**src/hw/rtl/thm_pkg.sv**
```systemverilog
// Package for the tachometer and hour meter: input kinds, register map,
// reset values of the settings and the result record type.
// No dependencies; every other file of the block imports it.
package thm_pkg;

  // Default width of the pulse counters.
  localparam int THM_COUNT_WIDTH = 16;

  // Kind of an input item, carried on the input tuser.
  typedef enum logic [1:0] {
    KIND_PIN   = 2'd0,
    KIND_TICK  = 2'd1,
    KIND_POWER = 2'd2
  } thm_kind_t;

  // Register indexes (byte address is four times the index).
  localparam logic [2:0] REG_WINDOW_TICKS  = 3'd0;
  localparam logic [2:0] REG_SECOND_TICKS  = 3'd1;
  localparam logic [2:0] REG_ERASE_AFTER   = 3'd2;
  localparam logic [2:0] REG_RPM_MULT      = 3'd3;
  localparam logic [2:0] REG_INITIAL_HOBBS = 3'd4;

  // Reset values: 500 ms windows and 1 s prescale over 20 ms ticks, 2 min erase.
  localparam logic [7:0]  RST_WINDOW_TICKS  = 8'(500 / 20);
  localparam logic [7:0]  RST_SECOND_TICKS  = 8'(1000 / 20);
  localparam logic [15:0] RST_ERASE_AFTER   = 16'(2 * 60);
  localparam logic [7:0]  RST_RPM_MULT      = 8'd1;
  localparam logic [31:0] RST_INITIAL_HOBBS = 32'd0;

  localparam logic [31:0] HOBBS_SAT = 32'hFFFF_FFFF;

  // Settings handed from the register file to the datapath.
  typedef struct packed {
    logic [7:0]  window_ticks;
    logic [7:0]  second_ticks;
    logic [15:0] erase_after_seconds;
    logic [7:0]  rpm_multiplier;
    logic        hobbs_load;
    logic [31:0] hobbs_init;
  } thm_cfg_t;

  // One result record.
  typedef struct packed {
    logic        armed;
    logic        commit_request;
    logic        erase_request;
    logic        engine_running;
    logic [31:0] hobbs_seconds;
    logic [15:0] on_seconds;
    logic [15:0] window_pulses;
    logic [23:0] rpm_value;
  } thm_res_t;

endpackage

```
**src/hw/rtl/thm_cfg.sv**
```systemverilog
// Configuration register file of the tachometer and hour meter, APB-style port.
// Depends on thm_pkg for the register map and reset values.
module thm_cfg
  import thm_pkg::*;
(
  input  logic        clk,
  input  logic        rst_n,
  input  logic        psel,
  input  logic        penable,
  input  logic        pwrite,
  input  logic [4:0]  paddr,
  input  logic [31:0] pwdata,
  output logic [31:0] prdata,
  output logic        pready,
  output thm_cfg_t    cfg
);

  logic [7:0]  window_ticks_r;
  logic [7:0]  second_ticks_r;
  logic [15:0] erase_after_r;
  logic [7:0]  rpm_mult_r;
  logic [31:0] initial_hobbs_r;
  logic        wr_en;
  logic [2:0]  reg_idx;

  assign pready  = 1'b1;
  assign reg_idx = paddr[4:2];
  assign wr_en   = psel & penable & pwrite & pready;

  always_ff @(posedge clk) begin
    if (!rst_n) begin
      window_ticks_r  <= RST_WINDOW_TICKS;
      second_ticks_r  <= RST_SECOND_TICKS;
      erase_after_r   <= RST_ERASE_AFTER;
      rpm_mult_r      <= RST_RPM_MULT;
      initial_hobbs_r <= RST_INITIAL_HOBBS;
    end else if (wr_en) begin
      unique case (reg_idx)
        REG_WINDOW_TICKS:  window_ticks_r  <= pwdata[7:0];
        REG_SECOND_TICKS:  second_ticks_r  <= pwdata[7:0];
        REG_ERASE_AFTER:   erase_after_r   <= pwdata[15:0];
        REG_RPM_MULT:      rpm_mult_r      <= pwdata[7:0];
        REG_INITIAL_HOBBS: initial_hobbs_r <= pwdata;
        default: ;
      endcase
    end
  end

  always_comb begin
    unique case (reg_idx)
      REG_WINDOW_TICKS:  prdata = {24'd0, window_ticks_r};
      REG_SECOND_TICKS:  prdata = {24'd0, second_ticks_r};
      REG_ERASE_AFTER:   prdata = {16'd0, erase_after_r};
      REG_RPM_MULT:      prdata = {24'd0, rpm_mult_r};
      REG_INITIAL_HOBBS: prdata = initial_hobbs_r;
      default:           prdata = 32'd0;
    endcase
  end

  // A write of the stored total also reloads the running total.
  assign cfg.window_ticks        = window_ticks_r;
  assign cfg.second_ticks        = second_ticks_r;
  assign cfg.erase_after_seconds = erase_after_r;
  assign cfg.rpm_multiplier      = rpm_mult_r;
  assign cfg.hobbs_load          = wr_en && (reg_idx == REG_INITIAL_HOBBS);
  assign cfg.hobbs_init          = pwdata;

endmodule

```
**src/hw/rtl/thm_core.sv**
```systemverilog
// Counter state and single-pass update logic of the tachometer and hour meter.
// Depends on thm_pkg for the kind codes, settings and result record.
module thm_core
  import thm_pkg::*;
#(
  parameter int COUNT_WIDTH = THM_COUNT_WIDTH
) (
  input  logic       clk,
  input  logic       rst_n,
  input  logic       item_fire,
  input  logic [1:0] kind,
  input  logic       pin_level,
  input  thm_cfg_t   cfg,
  output thm_res_t   res
);

  localparam int PROD_W = COUNT_WIDTH + 8;

  logic                   last_level_r, last_level_nxt;
  logic [COUNT_WIDTH-1:0] pulse_count_r, pulse_count_nxt;
  logic [7:0]             window_cnt_r, window_cnt_nxt;
  logic [COUNT_WIDTH-1:0] latched_r, latched_nxt;
  logic [7:0]             second_cnt_r, second_cnt_nxt;
  logic [15:0]            engine_sec_r, engine_sec_nxt;
  logic                   erased_r, erased_nxt;
  logic [31:0]            hobbs_total_r, hobbs_total_nxt;

  logic [7:0]             window_inc;
  logic [7:0]             second_inc;
  logic                   erase_req;
  logic                   commit_req;
  logic [15:0]            add_term;
  logic [32:0]            hobbs_sum;
  logic [31:0]            hobbs_sat;
  logic [PROD_W-1:0]      product;
  logic [PROD_W+23:0]     product_ext;
  logic [COUNT_WIDTH+15:0] latched_ext;

  assign window_inc = window_cnt_r + 8'd1;
  assign second_inc = second_cnt_r + 8'd1;

  always_comb begin
    last_level_nxt  = last_level_r;
    pulse_count_nxt = pulse_count_r;
    window_cnt_nxt  = window_cnt_r;
    latched_nxt     = latched_r;
    second_cnt_nxt  = second_cnt_r;
    engine_sec_nxt  = engine_sec_r;
    erased_nxt      = erased_r;
    erase_req       = 1'b0;
    commit_req      = 1'b0;
    unique case (kind)
      KIND_PIN: begin
        if (pin_level && !last_level_r) begin
          pulse_count_nxt = pulse_count_r + COUNT_WIDTH'(1);
        end
        last_level_nxt = pin_level;
      end
      KIND_TICK: begin
        window_cnt_nxt = window_inc;
        if (window_inc >= cfg.window_ticks) begin
          window_cnt_nxt  = 8'd0;
          latched_nxt     = pulse_count_r;
          pulse_count_nxt = '0;
        end
        // The seconds prescaler runs only while the new latched pulse count is nonzero.
        if (latched_nxt != '0) begin
          second_cnt_nxt = second_inc;
          if (second_inc >= cfg.second_ticks) begin
            second_cnt_nxt = 8'd0;
            engine_sec_nxt = engine_sec_r + 16'd1;
          end
        end
        if ((engine_sec_nxt > cfg.erase_after_seconds) && !erased_r) begin
          erased_nxt = 1'b1;
          erase_req  = 1'b1;
        end
      end
      KIND_POWER: begin
        if (erased_r) begin
          engine_sec_nxt = 16'd0;
          erased_nxt     = 1'b0;
          commit_req     = 1'b1;
        end
      end
      default: ;
    endcase
  end

  // One saturating adder serves both the commit and the reported total: on a
  // commit the seconds fold in and then read as zero, so both see the same sum.
  assign add_term  = commit_req ? engine_sec_r : engine_sec_nxt;
  assign hobbs_sum = {1'b0, hobbs_total_r} + {17'd0, add_term};
  assign hobbs_sat = hobbs_sum[32] ? HOBBS_SAT : hobbs_sum[31:0];

  always_comb begin
    if (cfg.hobbs_load) begin
      hobbs_total_nxt = cfg.hobbs_init;
    end else if (item_fire && commit_req) begin
      hobbs_total_nxt = hobbs_sat;
    end else begin
      hobbs_total_nxt = hobbs_total_r;
    end
  end

  always_ff @(posedge clk) begin
    if (!rst_n) begin
      last_level_r  <= 1'b1;
      pulse_count_r <= '0;
      window_cnt_r  <= 8'd0;
      latched_r     <= '0;
      second_cnt_r  <= 8'd0;
      engine_sec_r  <= 16'd0;
      erased_r      <= 1'b0;
      hobbs_total_r <= RST_INITIAL_HOBBS;
    end else begin
      hobbs_total_r <= hobbs_total_nxt;
      if (item_fire) begin
        last_level_r  <= last_level_nxt;
        pulse_count_r <= pulse_count_nxt;
        window_cnt_r  <= window_cnt_nxt;
        latched_r     <= latched_nxt;
        second_cnt_r  <= second_cnt_nxt;
        engine_sec_r  <= engine_sec_nxt;
        erased_r      <= erased_nxt;
      end
    end
  end

  assign product     = PROD_W'(latched_nxt) * PROD_W'(cfg.rpm_multiplier);
  assign product_ext = {24'd0, product};
  assign latched_ext = {16'd0, latched_nxt};

  assign res.rpm_value      = product_ext[23:0];
  assign res.window_pulses  = latched_ext[15:0];
  assign res.on_seconds     = engine_sec_nxt;
  assign res.hobbs_seconds  = hobbs_sat;
  assign res.engine_running = (latched_nxt != '0);
  assign res.erase_request  = erase_req;
  assign res.commit_request = commit_req;
  assign res.armed          = erased_nxt;

endmodule

```
**src/hw/rtl/thm_out_buf.sv**
```systemverilog
// Two-entry result buffer: an output register backed by a skid register, so
// the input side can take an item while a result waits. Depends on thm_pkg.
module thm_out_buf
  import thm_pkg::*;
(
  input  logic     clk,
  input  logic     rst_n,
  input  logic     push,
  input  thm_res_t push_data,
  output logic     space,
  output logic     out_valid,
  input  logic     out_ready,
  output thm_res_t out_data
);

  logic     main_valid_r, main_valid_nxt;
  logic     skid_valid_r, skid_valid_nxt;
  thm_res_t main_data_r;
  thm_res_t skid_data_r;
  logic     pop;
  logic     load_main_new;
  logic     load_main_skid;
  logic     load_skid;

  assign pop       = main_valid_r & out_ready;
  assign space     = !skid_valid_r;
  assign out_valid = main_valid_r;
  assign out_data  = main_data_r;

  // The skid register only fills when the output register holds on.
  assign load_main_new  = push && (!main_valid_r || pop);
  assign load_skid      = push && main_valid_r && !pop;
  assign load_main_skid = pop && skid_valid_r;

  always_comb begin
    main_valid_nxt = main_valid_r;
    skid_valid_nxt = skid_valid_r;
    if (load_main_new || load_main_skid) begin
      main_valid_nxt = 1'b1;
    end else if (pop) begin
      main_valid_nxt = 1'b0;
    end
    if (load_skid) begin
      skid_valid_nxt = 1'b1;
    end else if (load_main_skid) begin
      skid_valid_nxt = 1'b0;
    end
  end

  always_ff @(posedge clk) begin
    if (!rst_n) begin
      main_valid_r <= 1'b0;
      skid_valid_r <= 1'b0;
    end else begin
      main_valid_r <= main_valid_nxt;
      skid_valid_r <= skid_valid_nxt;
    end
  end

  always_ff @(posedge clk) begin
    if (load_main_skid) begin
      main_data_r <= skid_data_r;
    end else if (load_main_new) begin
      main_data_r <= push_data;
    end
    if (load_skid) begin
      skid_data_r <= push_data;
    end
  end

endmodule

```
**src/hw/rtl/tachometer_hour_meter_top.sv**
```systemverilog
// Top level of the tachometer and hour meter: register file, counter core and
// result buffer. Depends on thm_pkg, thm_cfg, thm_core and thm_out_buf.
//
//  Channel  | Direction | Ports                          | Carries
//  ---------+-----------+--------------------------------+---------------------------------
//  in_      | slave     | tvalid/tready/tdata/tuser      | one pin sample, tick or power loss
//  out_     | master    | tvalid/tready/tdata            | one result per input item
//  cfg_     | APB slave | psel/penable/pwrite/paddr/...  | five 32-bit-aligned settings
//
// Each input item is processed in the cycle of its transfer: the counter
// update and the rpm multiply sit between the state registers and the result
// buffer, so one item is taken every clock while in_tready is high. Its result
// goes to the output or skid register; the two-entry buffer drops in_tready
// only when both are full, on buffer state alone and not on out_tready.
// rst_n is synchronous and active low; it clears all counters, restores the
// register defaults and empties the result buffer. No clearing pass is needed.
// Writing the stored hour total reloads the running total at the same edge.
module tachometer_hour_meter_top
  import thm_pkg::*;
#(
  parameter int COUNT_WIDTH = THM_COUNT_WIDTH
) (
  input  logic        clk,
  input  logic        rst_n,
  // Input stream.
  input  logic        in_tvalid,
  output logic        in_tready,
  input  logic [7:0]  in_tdata,   // [0] pin_level, [7:1] zero
  input  logic [1:0]  in_tuser,   // [1:0] kind
  // Result stream.
  output logic        out_tvalid,
  input  logic        out_tready,
  // [23:0] rpm_value, [39:24] window_pulses, [55:40] on_seconds,
  // [87:56] hobbs_seconds, [88] engine_running, [89] erase_request,
  // [90] commit_request, [91] armed, [95:92] zero
  output logic [95:0] out_tdata,
  // Configuration port.
  input  logic        cfg_psel,
  input  logic        cfg_penable,
  input  logic        cfg_pwrite,
  input  logic [4:0]  cfg_paddr,
  input  logic [31:0] cfg_pwdata,
  output logic [31:0] cfg_prdata,
  output logic        cfg_pready
);

  thm_cfg_t cfg;
  thm_res_t core_res;
  thm_res_t out_res;
  logic     buf_space;
  logic     in_fire;

  assign in_tready = buf_space;
  assign in_fire   = in_tvalid & buf_space;

  thm_cfg u_cfg (
    .clk     (clk),
    .rst_n   (rst_n),
    .psel    (cfg_psel),
    .penable (cfg_penable),
    .pwrite  (cfg_pwrite),
    .paddr   (cfg_paddr),
    .pwdata  (cfg_pwdata),
    .prdata  (cfg_prdata),
    .pready  (cfg_pready),
    .cfg     (cfg)
  );

  thm_core #(
    .COUNT_WIDTH (COUNT_WIDTH)
  ) u_core (
    .clk       (clk),
    .rst_n     (rst_n),
    .item_fire (in_fire),
    .kind      (in_tuser),
    .pin_level (in_tdata[0]),
    .cfg       (cfg),
    .res       (core_res)
  );

  thm_out_buf u_out_buf (
    .clk       (clk),
    .rst_n     (rst_n),
    .push      (in_fire),
    .push_data (core_res),
    .space     (buf_space),
    .out_valid (out_tvalid),
    .out_ready (out_tready),
    .out_data  (out_res)
  );

  // Result fields packed from the lowest bit up.
  assign out_tdata = {4'd0,
                      out_res.armed,
                      out_res.commit_request,
                      out_res.erase_request,
                      out_res.engine_running,
                      out_res.hobbs_seconds,
                      out_res.on_seconds,
                      out_res.window_pulses,
                      out_res.rpm_value};

endmodule
```
**config.mk**
```make
export PLATFORM = sky130hd
export DESIGN_NAME = tachometer_hour_meter_top
export DESIGN_NICKNAME = d
export VERILOG_FILES = /design/src/hw/rtl/thm_pkg.sv /design/src/hw/rtl/thm_cfg.sv /design/src/hw/rtl/thm_core.sv /design/src/hw/rtl/thm_out_buf.sv /design/src/hw/rtl/tachometer_hour_meter_top.sv
export SDC_FILE = /design/constraint.sdc
export NUM_CORES = 1
export LEC_CHECK = 0
export BUFFER_PORTS_ARGS = -buffer_cell sky130_fd_sc_hd__buf_2
export CELL_PAD_IN_SITES_DETAIL_PLACEMENT = 1
export CELL_PAD_IN_SITES_GLOBAL_PLACEMENT = 1
export CORE_ASPECT_RATIO = 0.6
export CORE_UTILIZATION = 47
export DETAILED_ROUTE_END_ITERATION = 10
export HOLD_SLACK_MARGIN = 0.02
export PLACE_DENSITY_LB_ADDON = 0.1
export SLEW_MARGIN = 20
export SYNTH_ARGS = -nofsm -noshare
export SYNTH_HDL_FRONTEND = slang
export SYNTH_SLANG_ARGS = --single-unit
```
**constraint.sdc**
```tcl
create_clock -name clk -period 10.5 [get_ports clk]
set_clock_uncertainty 0.15 [all_clocks]
set_input_delay 1.05 -clock clk [delete_from_list [all_inputs] [get_ports clk]]
set_output_delay 1.05 -clock clk [all_outputs]
set_load 0.05 [all_outputs]
```
==> impl_results.md <==
* Leading cell types by total area after synthesis: edfxtp_1, dfxtp_1, fa_1, ha_1, nand2_1
* Number of nets at the end of the flow at 2,705
* Setup repair after global routing missed its margin: false
* FP Rows at 60
* Crit path from: u_core.window_cnt_r[0]
* GPL Wtd Cong at 0.912
* Number of max-slew violations in the final report at 0
* Number of DRC violations after detailed-routing iteration 0 at 1,869
* Result of the run: complete, no violations
* Min Clock Period, post-route at 9.12 ns
* Kind of cell with the highest combined delay on the critical path: adder cells
* Vertical die dimension at 169 um
* Post-CTS setup buffer count at 0
* Gate Count Post-Synth at 2,361
* Layout area overhead at 12.0%
* Synth Flop Type: edfxtp_1
* Library cell with the largest summed area after synthesis: edfxtp_1
* Slowest cell on crit path: mux2i_1
* Max VDD drop at 0.0979 mV
* Wire length per cell after detailed routing at 23.8 um
* Cell area after synthesis at 21,900 sq um
* Clock slew at the register clock pins of the worst setup and hold paths at 0.07 ns
* R2R Path Start: u_core.window_cnt_r[0]
* Kind of start point of the critical path: flip-flop
* Combinational share of power at 0.080
* IO Port Bufs at 170
* Power density over the cells at 128 nW/um^2
* Slew @ Worst Pin at 1.05 ns
* First-pass GRT wire length at 113,000 um
* Post-route DRC at 0
* Highest clock rate at 110 MHz
* Relative contribution of sequential cells to total power at 0.481
* Total count of hold-check failures in the final report at 0
* Setup TNS after final layout at 0 ns
* Placed Instances at 3,048
* Horizontal extent of the die at 281 um
* Placed inst area at 23,200 sq um
* Buffering stage count on the worst path with inverters included at 5
* Number of sinks driven by the clock tree at 356
* Area of the core at 45,300 sq um
* Antenna Violating Nets Remaining at 0
* Sequential cell area at 8970 sq um
* Critical path required time at 10.67 ns
* Number of storage elements in the synthesis netlist at 356
* Synth warnings at 0
* Share of synthesized registers carrying an async set or reset at 0
* Area share of the largest cell type after synthesis at 0.253
* Clock Latency Late Sink at 0.55 ns
* Number of antenna violations at the first check in global routing at 3
* Count of endpoints failing setup in the final report at 0
* Area enclosed by the die boundary at 47,400 sq um
* Final standard cell area without fillers at 24,500 sq um
* Slowest Stage Delay on Critical Path at 1.03 ns
* Internal power summed over all cells at 2.34 mW
* Clock root buffer master: clkbuf_16
* HP Start: u_cfg.initial_hobbs_r[28]
* Setup crit end kind: flip-flop
* Effective utilization at floorplan at 0.482
* Number of max-capacitance violations reported at 0
* Switching share of power at 0.258
* Register-to-register path setup slack at 1.38 ns
* Switching power summed over all nets at 0.810 mW
* Leading cell types by count after synthesis: nand2_1, nor2_1, edfxtp_1
* Final WL at 74,300 um
* Post-layout utilization of the core at 0.540
* Number of standard cells in the layout, taps in and fillers out at 3,116
* Sequential cell area fraction in the yosys report at 0.410
* Worst min-delay path class: flip-flop to flip-flop
* Per-cell via count in the routed design at 5.96
* Detailed-route via count at 18.6k
* Post-DP HPWL at 54,800 um
* Post-route clock period utilization at 0.869
* WHS at 0.307 ns
* Fill cell instance count of the final layout at 5,255
* Top fanout value on the critical path at 17
* Count of pins on the block boundary at 185
* CP arrival at 9.29 ns
* Leakage at 10.7 nW
* H-tree level count at 2
* Area of the multi-input gates at 11,800 sq um
* Bufs on Longest Clock Path at 3
* Layout cells sized above 1 at 0.120
* Total GRT Usage at 0.313
* Max-Slew Margin vs Limit at 0.283
* Post-Synthesis Mean Instance Area at 9.27 sq um
* Number of synthesized flops with an enable pin at 184
* Number of clock buffers inserted by TritonCTS at 37
* Number of detailed-route iterations in the first pass at 5
* Post-cts sizing count at 0
* Critical path start-end classification: flip-flop to flip-flop
* Crit path top cell by count: inv_1
* Synth unique cells at 67
* Share of power burned in the clock network at 0.439
* CTS tree: done
* Number of buffers added to fix hold violations after cts at 0
* Largest net degree at the start of global routing at 81
* Most numerous cell in the Yosys netlist: nand2_1
* Leftover overflow at the end of global routing at 0
* Number of global-route vias before repair at 18.8k
per-stage QoR:
stage	total power [mW]	setup slack (ns)
final	3.15	1.38
after floorplan	1.72	3.10
after global placement	1.79	1.65
after CTS	3.16	1.30
after global routing	3.23	0.873
after detailed placement	1.79	1.34
state kept, by name, summed over array words and instances (netlist names), 8 cells and up:
register,flops
u_core.hobbs_total_r,32
u_out_buf.skid_data_r,92
u_cfg.window_ticks_r,8
u_core.latched_r,16
u_cfg.initial_hobbs_r,32
u_core.second_cnt_r,8
u_cfg.second_ticks_r,8
u_core.engine_sec_r,16
u_cfg.rpm_mult_r,8
u_out_buf.out_data,92
u_cfg.erase_after_r,16
u_core.window_cnt_r,8
u_core.pulse_count_r,16
power groups by stage:
stage | Clock (mW) | Sequential [mW] | Combinational, mW
CTS | 1.40 | 1.51 | 0.251
detailed placement | 0 | 1.54 | 0.251
floorplan | 0 | 1.63 | 0.0845
global route | 1.45 | 1.52 | 0.264
global placement | 0 | 1.54 | 0.245
finish | 1.38 | 1.51 | 0.253
worst paths after layout:
path / endpoint / depth (start not counted)
setup reg to reg: u_out_buf.out_data[17] / 27
hold / removal: u_cfg.initial_hobbs_r[28] / 2
hold reg to reg: u_cfg.initial_hobbs_r[28] / 2
setup / recovery: u_out_buf.out_data[17] / 27
logic make-up (layout without fill, tap and decap cells):
kind of cell    after synthesis  after routing  synth area share
simple gates                870            870             0.189
compound gates              467            467             0.135
flops                       356            356             0.410
buf+inv                     306            437            0.0534
fa+ha+maj                   184            184             0.134
mux                          98             98            0.0466
xor+xnor                     78             78            0.0312
other cells                   2              6          0.000343
cell type report:
cell class	count	share of cell area
multi-input combinational	1702	0.482
sequential	356	0.366
clock buffer	50	0.0436
timing repair buffer	197	0.0430
tap	620	0.0317
inverter	173	0.0266
clock inverter	17	0.00684
antenna	1	0.000102
worst register-to-register path: cells and delay by family (launching register included):
| kind | cells | cell delay [ns] |
|---|---|---|
| DFF | 1 | 0.45 |
| adders and majority gates | 7 | 3.01 |
| AOI/OAI and AO/OA | 8 | 2.31 |
| buffers and inverters | 5 | 0.49 |
| and+or+nand+nor | 5 | 1.27 |
| xor gates and xnor gates | 1 | 0.16 |
| muxes | 1 | 1.04 |
routing by layer:
metal	up-vias	GRT usage	wire, um
li1	8448	-	-
met1	9342	0.489	36100
met2	699	0.422	29400
met3	85	0.0897	7620
met4	4	0.0554	1040
met5	-	0.0215	151
layout by cell type, fill, tap and decap left out, types with 41 or more instances in the layout:
cell type and count:
a21oi_1 164, fa_1 85, edfxtp_1 184, xnor2_1 41, a31oi_1 45, buf_2 170, ha_1 99, dfxtp_1 172
mux2i_1 64, inv_1 172, nand3_1 71, o21ai_0 77, and2_1 64, nor2b_1 77, nand2_1 272, nor2_1 206
No activity file was read; power rests on OpenSTA's default activity.
